==> src/hw/rtl/fdf_pkg.sv <==
// Shared types and constants for the flooded-discovery duplicate filter.
// No dependencies; imported by fdf_cell and flood_duplicate_filter.

package fdf_pkg;

    // Fixed field widths of the stream payload.
    localparam int MAC_W    = 48;
    localparam int TIME_W   = 32;
    localparam int IN_SEQ_W = 16;
    localparam int CNT_W    = 7;

    localparam logic [CNT_W-1:0] CNT_MAX = '1;

    // Command codes carried in tuser.
    localparam logic CMD_CHECK = 1'b0;
    localparam logic CMD_AGE   = 1'b1;

    // Register selection by paddr[3].
    localparam logic REG_OWN_MAC = 1'b0;
    localparam logic REG_STALE   = 1'b1;

    localparam logic [TIME_W-1:0] STALE_RESET = 32'd10000;

    // Token that walks down the row of cells, one cell per cycle.
    typedef struct packed {
        logic             active;
        logic             hit;
        logic             is_new;
        logic             free_found;
        logic [CNT_W-1:0] count;
    } tok_t;

    // Query broadcast to every cell while a transaction is being processed.
    typedef struct packed {
        logic              cmd;
        logic [MAC_W-1:0]  mac;
        logic [TIME_W-1:0] ts;
        logic [TIME_W-1:0] now;
        logic [TIME_W-1:0] stale;
        logic              start;
        logic              commit;
    } qry_t;

endpackage

==> src/hw/rtl/fdf_cell.sv <==
// One table entry of the duplicate filter, with its slice of the token chain.
// Depends on fdf_pkg for the token and query types.

module fdf_cell #(
    parameter int SEQ_W = 16
) (
    input  logic               clk,
    input  logic               rst_n,
    input  fdf_pkg::qry_t      qry,
    input  logic [SEQ_W-1:0]   qry_seq,
    input  fdf_pkg::tok_t      tok_in,
    output fdf_pkg::tok_t      tok_out
);
    import fdf_pkg::*;

    logic              valid_reg, valid_next;
    logic              claim_reg, claim_next;
    logic [MAC_W-1:0]  mac_reg, mac_next;
    logic [TIME_W-1:0] time_reg, time_next;
    logic [SEQ_W-1:0]  seq_reg, seq_next;
    tok_t              tok_reg, tok_next;

    logic              hit_here;
    logic              newer;
    logic [TIME_W-1:0] age;
    logic              stale;

    // Compare the passing query with this entry and update the token.
    always_comb
    begin
        hit_here = valid_reg && (mac_reg == qry.mac);
        newer    = (qry.ts > time_reg) || ((qry.ts == time_reg) && (qry_seq > seq_reg));
        age      = qry.now - time_reg;
        stale    = valid_reg && (qry.now > time_reg) && (age > qry.stale);

        tok_next   = tok_in;
        valid_next = valid_reg;
        mac_next   = mac_reg;
        time_next  = time_reg;
        seq_next   = seq_reg;
        claim_next = qry.start ? 1'b0 : claim_reg;

        if (tok_in.active)
        begin
            if (qry.cmd == CMD_CHECK)
            begin
                if (hit_here && !tok_in.hit)
                begin
                    tok_next.hit = 1'b1;
                    if (newer)
                    begin
                        tok_next.is_new = 1'b1;
                        time_next       = qry.ts;
                        seq_next        = qry_seq;
                    end
                end
                else if (!valid_reg && !tok_in.free_found)
                begin
                    // The lowest free entry reserves itself for a later insert.
                    tok_next.free_found = 1'b1;
                    claim_next          = 1'b1;
                end
            end
            else if (stale)
            begin
                valid_next = 1'b0;
                if (tok_in.count != CNT_MAX)
                begin
                    tok_next.count = tok_in.count + 1'b1;
                end
            end
        end

        // Insert an unknown MAC into the reserved entry.
        if (qry.commit && claim_reg)
        begin
            valid_next = 1'b1;
            mac_next   = qry.mac;
            time_next  = qry.ts;
            seq_next   = qry_seq;
        end
    end

    // Control state of the entry and the token stage.
    always_ff @(posedge clk or negedge rst_n)
    begin
        if (!rst_n)
        begin
            valid_reg <= 1'b0;
            claim_reg <= 1'b0;
            tok_reg   <= '0;
        end
        else
        begin
            valid_reg <= valid_next;
            claim_reg <= claim_next;
            tok_reg   <= tok_next;
        end
    end

    // Entry payload; only read while the entry is valid.
    always_ff @(posedge clk)
    begin
        mac_reg  <= mac_next;
        time_reg <= time_next;
        seq_reg  <= seq_next;
    end

    assign tok_out = tok_reg;

endmodule

==> config.mk <==
export PLATFORM = sky130hd
export DESIGN_NAME = fdf_cell
export DESIGN_NICKNAME = d
export VERILOG_FILES = /design/src/hw/rtl/fdf_pkg.sv /design/src/hw/rtl/fdf_cell.sv
export SDC_FILE = /design/constraint.sdc
export NUM_CORES = 1
export LEC_CHECK = 0
export BUFFER_PORTS_ARGS = -buffer_cell sky130_fd_sc_hd__buf_2
export CORE_UTILIZATION = 30
export DETAILED_ROUTE_END_ITERATION = 10
export SYNTH_ARGS = -nofsm -noshare
export SYNTH_HDL_FRONTEND = slang
export SYNTH_SLANG_ARGS = --single-unit
==> constraint.sdc <==
create_clock -name clk -period 10.45 [get_ports clk]
set_input_delay 1.5675 -clock clk [delete_from_list [all_inputs] [get_ports clk]]
set_output_delay 1.5675 -clock clk [all_outputs]
set_load 0.01 [all_outputs]
* Word-level counts from Yosys, hierarchy flattened
Cells that the tools add are included.
Cells by class: reduce and logical (&&, ||, !) cells 18, $lt $le $gt $ge 4, multiplexer cells 28, equality and inequality tests 4, add/subtract/negate cells 2
Operators with widths (count):
- two-way mux 32 bit | 5
- > comparator 32 bit | 3
- two-way mux 16 bit | 5
- == test 48 bit | 1
- == test 32 bit | 1
- subtractor 32 bit | 1
- two-way mux 7 bit | 3
- > comparator 16 bit | 1
- two-way mux 1 bit | 12
- two-way mux 10 bit | 1
- nonzero test 2 bit | 5
- adder 7 x 1 -> 7 bit (second input constant) | 1
- logical AND 1 bit | 7
- != test 7 bit (second input constant) | 1
- AND reduction 4 bit | 1
- zero test 1 bit | 3
- two-way mux 3 bit | 1
- AND reduction 3 bit | 1
- two-way mux 2 bit | 1
- != test 2 x 1 -> 1 bit (second input constant) | 1
- logical OR 1 bit | 1
Storage, ports and cells: bits in registers 109, output and inout port bits 11

* Depth between registers and ports, before layout
Gate-level depths: netlist of the first run.
word-level depth 8, depth in mapped cells 21

* Worst setup path before layout of the first run
No wires, ideal clock.
kind input port to flip-flop, start in qry[34] (netlist bit), end reg tok_reg, in the netlist tok_out[1], setup slack 4976 ps, library setup time 125 ps, arrival 5349 ps, stages on the path 20, cells stage by stage inv_1 ha_1 fa_1 nor2b_1 o21a_1 o21ai_0 a21oi_1 a211oi_2 nor2_1 a31o_2 xor2_1 ha_1 nand4_1 nor4b_1 o21ai_0 o211ai_1 a221oi_1 nor4_2 nand3_2 mux2_4
RTL lines:
- from (decl) | line fdf_cell.sv:9 | input fdf_pkg::qry_t qry,
- to (signal assigned) | line fdf_cell.sv:97 | tok_reg <= tok_next;
- to (decl) | line fdf_cell.sv:21 | tok_t tok_reg, tok_next;

==> impl_metrics.tcl, run 1 <==
set metrics [dict create \
    status "completed" \
    relSlewSlack 0.529 \
    syn_inst 729 \
    grt.met3_usage 0.0386 \
    drv_slew 0 \
    crit_chain "buf_2 > inv_1 > ha_1 > fa_1 > nor2b_1 > o21a_1 > o21ai_0 > a21oi_1 > a211oi_2 > nor2_1 > a31o_2 > xor2_1 > ha_1 > nand4_1 > nor4b_1 > o21ai_0 > o211ai_1 > a221oi_1 > nor4_2 > nand3_1 > mux2_1" \
    drc_errors 0 \
    critical_path_required_ns 10.67 \
    critPathCaptureType "register" \
    grt_overflow 0 \
    ys_types 60 \
    core_area_um2 25200 \
    fp.dieW_um 162 \
    cpLargestDelayFamily "simple AND/OR/NAND/NOR gates" \
    total_leakage_power_uw 0.00443 \
    drtIter0Drc 177 \
    gp_congestion 0.844 \
    fp-row-count 58 \
    cts_max_level 3 \
    cts_num_sinks 109 \
    worstSetupStartpointType "primary input" \
    wire_per_inst_um 15.5 \
    start_util 0.306 \
    grt_max_degree 50 \
    final_common_cell "buf_2" \
    crit_type "primary input to register" \
    max_cap_violations 0 \
    path_buf_inv 2 \
    met2_usage 0.259 \
    fin_nets 1210 \
    port_buffers 186 \
    n_antenna_cell 0 \
    post_cts_resized 0 \
    dieHeight_um 162 \
    ys_async_sr_fraction 0.119 \
    antenna_found_initial 5 \
    ir_drop_uv 85.5 \
    grt_usage 0.146 \
    finalSetupTns_ns 0 \
    max_stage_delay_ns 0.68 \
    clockBufferDepth 2 \
    synth_edf_count 96 \
    vias 6001 \
    layout-drive-gt1-share 0.234 \
    first_pass_iters 5 \
    hp-class "register to register" \
    grt_first_pass_wirelength_mm 29.7 \
    path_clk_slew_ns 0.07 \
    die-area_um2 26300 \
    cts_tree "built" \
    ant_nets 0 \
    report.final.setup_viol 0 \
    netlist_area_um2 7700 \
    power_density_nw_per_um2 123 \
    vias_per_cell 4.78 \
    fin_worst_skew_ns 0.0152 \
    synth_seq_cells 109 \
    cpMaxStageDelayCell "nor4_2" \
    cts_post_setup_buffers_inserted 0 \
    yosys_warnings 0 \
    dpl.hpwl_mm 16.5 \
    syn_area_per_cell_um2 10.6 \
    multiInputGateArea_um2 4070 \
    grt_use_met1 0.174 \
    min_period_ns 6.08 \
    synth_ff_type "edfxtp_1" \
    crit_fanout 6 \
    syn-num-nets 1019 \
    clockRootBuffer "clkbuf_16" \
    rsz0062_at_grt "no" \
    max_freq_ghz 0.165 \
    tightest_slew_ns 0.701 \
    period_share 0.582 \
    fillCellCount 2553 \
    cp.arrival_ns 6.30 \
    io_pins 187 \
    holdBufCountCts 0 \
    hold_violations 0 \
    largest_register_ffs 48 \
    numCtsBuffers 9 \
    worst-r2r-setup-slack_ns 5.26 \
    yosysSeqAreaShare 0.416 \
    area.growth.synth_to_final_pct 20.9 \
    top_usage_layer "met2" \
    clk_latency_ns 0.35 \
    p_total_uw 1150 \
    ff_latch_area_um2 3210 \
    wl_mm 19.5 \
    layout_common_cells "186 x buf_2, 113 x ha_1, 101 x inv_1" \
    grt_pass1_vias 5958 \
]
worst reg2reg max path, delay by kind of cell, from the launching register on:
family | cells | cell delay (ns)
fa+ha+maj | 3 | 0.95
simple gates | 6 | 1.77
compound gates | 8 | 1.49
xor+xnor | 1 | 0.07
mux | 1 | 0.37
flops | 1 | 0.42
path summary, 6_finish.rpt:
check,from,to,cells past startpoint
setup / recovery,qry[34],tok_out[4],21
hold reg to reg,claim_reg,claim_reg,2
max in group asynchronous,rst_n,tok_out[0],1
hold / removal,claim_reg,claim_reg,2
min in group asynchronous,rst_n,tok_out[8],1
setup reg to reg,time_reg[0],tok_out[4],19
metal layers:
metal | wire length [um] | vias up
met1 | 8470 | 2733
li1 | - | 3071
met4 | 276 | 8
met5 | 46 | -
met3 | 1230 | 29
met2 | 9450 | 160
where the power goes:
group | leakage (uW) | total (uW) | switching, uW | internal, uW
Combinational | 0.00326 | 289 | 158 | 131
Clock | 0.000147 | 349 | 162 | 187
Sequential | 0.00102 | 512 | 9.81 | 502
kinds of logic (layout without fill, tap and decap cells):
logic type,Yosys count,in the layout,synth area share
fa+ha+maj,114,114,0.186
buf+inv,110,306,0.0554
xor+xnor,69,69,0.0784
simple gates,148,148,0.102
flops,109,109,0.416
mux,4,4,0.00617
compound gates,175,175,0.156
cells in the mapped netlist (all sizes together), types with 2 or more instances:
cell type    n  area [um2]
ha         113        1410
inv        102         383
edfxtp      96        2880
a21o        50         382
a21oi       47         235
xor2        35         307
xnor2       34         298
nor2        28         105
nand4       26         163
nand2       23        86.3
nand3       23         120
o21ai       21         105
dfrtp       13         325
nor4        11        75.1
and3         8        51.3
nor3         8        40.0
a221oi       7        61.3
nand2b       7        43.8
nor2b        7        43.8
o21bai       7        52.6
o21a         6        45.0
clkbuf       5        20.0
a2111oi      4        35.0
a211o        4        35.0
o211ai       4        30.0
buf          3        23.8
mux2         3        37.5
a211oi       2        20.0
a221o        2        20.0
a31o         2        17.5
a31oi        2        12.5
a41oi        2        17.5
nor4b        2        17.5
o2111ai      2        17.5
o221ai       2        17.5
o32ai        2        17.5
or3          2        12.5
final cells by class:
type / count / area share
repair buffers: 188 / 0.102
clock inverters: 7 / 0.00765
well taps: 330 / 0.0443
flip-flops and latches: 109 / 0.344
clock buffers: 9 / 0.0242
multi-input cells: 510 / 0.437
inverters: 102 / 0.0411
metrics by stage:
stage | cell area, um2 | std cells | setup slack, ns | hold WS (ns) | util
detailed placement | 9020 | 1239 | 4.01 | 0.537 | 0.358
global route | 9320 | 1255 | 3.89 | 0.575 | 0.370
finish | 9320 | 1255 | 4.37 | 0.548 | 0.370
floorplan | 7700 | 729 | 4.98 | 0.485 | -
global placement | 9020 | 1239 | 4.15 | 0.543 | 0.358
CTS | 9320 | 1255 | 4.35 | 0.550 | 0.370
Power figures use the tool's default switching activity.
==> run 2, diff against run 1 <==
--- a/config.mk
+++ b/config.mk
@@ -5,6 +5,7 @@
 export SDC_FILE = /design/constraint.sdc
 export NUM_CORES = 1
 export LEC_CHECK = 0
+export ABC_AREA = 1
 export BUFFER_PORTS_ARGS = -buffer_cell sky130_fd_sc_hd__buf_2
 export CORE_UTILIZATION = 30
 export DETAILED_ROUTE_END_ITERATION = 10
==> constraint.sdc (replaced) <==
create_clock -name clk -period 6.05 [get_ports clk]
set_input_delay 0.9075 -clock clk [delete_from_list [all_inputs] [get_ports clk]]
set_output_delay 0.9075 -clock clk [all_outputs]
set_load 0.01 [all_outputs]
==> run 2 against run 1 <==
  * Final area up 6.7%
  * Routed wire length up 7.2%
  * Critical path depth up 6
  * Clock-buffer cell count unchanged
  * Non-clock buffer count unchanged
  * Utilization down 0.12 points
  * Area after synthesis up 7.0%
  * Critical endpoint is now tok_out[0]
==> impl_metrics.tcl, run 2 <==
set metrics [dict create \
    synth_ff_type "edfxtp_1" \
    ir_drop_uv 137 \
    holdBufCountCts 0 \
    report.final.setup_viol 0 \
    grt_first_pass_wirelength_mm 33.4 \
    max_freq_ghz 0.261 \
    syn-num-nets 1298 \
    drc_errors 0 \
    start_util 0.306 \
    ys_types 36 \
    fin_util 0.369 \
    core_area_um2 27000 \
    vias 6929 \
    clockRootBuffer "clkbuf_16" \
    antenna_found_initial 6 \
    power_density_nw_per_um2 205 \
    p_total_uw 2040 \
    port_buffers 186 \
    cts_post_setup_buffers_inserted 0 \
    crit_fanout 4 \
    wl_mm 20.9 \
    cts_max_level 3 \
    path_clk_slew_ns 0.10 \
    finalSetupTns_ns 0 \
    layout-drive-gt1-share 0.186 \
    cts_tree "built" \
    ys_async_sr_fraction 0.119 \
    critPathCaptureType "register" \
    largest_register_ffs 48 \
    synth_seq_cells 109 \
    tightest_slew_ns 0.683 \
    grt_pass1_vias 6861 \
    yosys_warnings 0 \
    first_pass_iters 5 \
    clockBufferDepth 2 \
    yosysTopAreaCell "edfxtp_1" \
    drv_slew 0 \
    yosysSeqAreaShare 0.389 \
    layout_common_cells "216 x nand2_1, 208 x inv_1, 186 x buf_2" \
    synth_most_common_cell "nand2_1" \
    status "completed" \
    grt_usage 0.153 \
    min_period_ns 3.83 \
    vias_per_cell 4.45 \
    fp-row-count 60 \
    path_common_cell "nand2_1" \
    cp.arrival_ns 4.12 \
    numCtsBuffers 9 \
    drtIter0Drc 356 \
    io_pins 187 \
    worstSetupStartpointType "primary input" \
    final_common_cell "nand2_1" \
    period_share 0.633 \
    synth.area.top_cells "edfxtp_1 35%, ha_1 17%, nand2_1 9.9%" \
    hold_violations 0 \
    dpl.hpwl_mm 17.7 \
    relSlewSlack 0.544 \
    wire_per_inst_um 13.4 \
    hp-class "primary input to asynchronous set/reset pin" \
    fp.dieW_um 168 \
    ant_nets 0 \
    max_cap_violations 0 \
    syn_inst 1008 \
    total_leakage_power_uw 0.00506 \
    critical_path_required_ns 6.34 \
    gp_congestion 0.862 \
    dieHeight_um 168 \
    grt_overflow 0 \
    grt_max_degree 49 \
    fin_nets 1497 \
    cpMaxStageDelayCell "fa_1" \
    fillCellCount 2800 \
    max_stage_delay_ns 0.40 \
    clk_latency_ns 0.37 \
    yosysTopAreaCellShare 0.350 \
    netlist_top_cells_count "217 x nand2_1, 209 x inv_1, 113 x ha_1, 96 x edfxtp_1, 85 x nor2_1" \
    post_cts_resized 0 \
    die-area_um2 28200 \
    rsz0062_at_grt "no" \
    syn_area_per_cell_um2 8.18 \
    cts_num_sinks 109 \
    crit_type "primary input to register" \
    netlist_area_um2 8250 \
    synth_edf_count 96 \
    fin_worst_skew_ns 0.0213 \
    area.growth.synth_to_final_pct 20.6 \
]
[run 2: logic make-up (layout without fill, tap and decap cells)]
kind of cell,Yosys count,after routing,share of synthesized area
AOI/OAI and AO/OA,141,141,0.0922
xor gates and xnor gates,47,47,0.0499
adders and majority gates,114,114,0.174
buffers and inverters,209,413,0.0951
DFF,109,109,0.389
other,0,5,0
and+or+nand+nor,388,388,0.200
[run 2: worst max-delay path: cells and delay by family]
family	cells	cell delay, ns
and+or+nand+nor	16	1.40
buffers and inverters	4	0.23
xor gates and xnor gates	2	0.31
AOI/OAI and AO/OA	2	0.37
adders and majority gates	3	0.89
[run 2: path summary, 6_finish.rpt]
path / startpoint / endpoint / slack (ns) / depth (start not counted)
setup / recovery: qry[34] / tok_out[0] / 2.22 / 27
hold / removal: rst_n / tok_out[10] / 0.41 / 1
setup reg to reg: time_reg[0] / tok_out[0] / 2.41 / 25
hold reg to reg: claim_reg / claim_reg / 0.55 / 2
max in group asynchronous: rst_n / tok_out[9] / 5.41 / 1
min in group clk: claim_reg / claim_reg / 0.55 / 2
[run 2: metrics by stage]
stage	cell area (um2)	worst slack, ns	cells	hold WS [ns]
6_report	9940	2.22	1558	0.408
5_1_grt	9940	1.87	1556	0.413
4_1_cts	9930	2.28	1553	0.397
3_5_place_dp	9620	1.88	1537	0.538
3_3_place_gp	9620	1.95	1537	0.527
2_1_floorplan	8250	2.34	1008	0.485
[run 2: report_power, final]
part	internal (uW)	switching (uW)	leakage, uW
clock network	300	326	0.000148
registers	867	11.4	0.00102
logic	214	319	0.00390
[run 2: area by class of cell]
class	count	area [um2]	share of cell area
Inverter	209	785	0.0789
Timing Repair Buffer	188	946	0.0951
Sequential cell	109	3210	0.323
Antenna cell	5	12.5	0.00126
Clock buffer	9	225	0.0227
Tap cell	341	427	0.0429
Clock inverter	7	82.6	0.00831
Multi-Input combinational cell	690	4260	0.428
[run 2: metal layers]
layer / wire (um) / global-route usage / up-vias / share of wire
li1: - / - / 3700 / -
met1: 9710 / 0.191 / 3065 / 0.47
met2: 9670 / 0.257 / 141 / 0.46
met3: 1080 / 0.0336 / 21 / 0.052
met4: 395 / 0.0550 / 2 / 0.019
met5: 11 / 0 / - / 0.00053
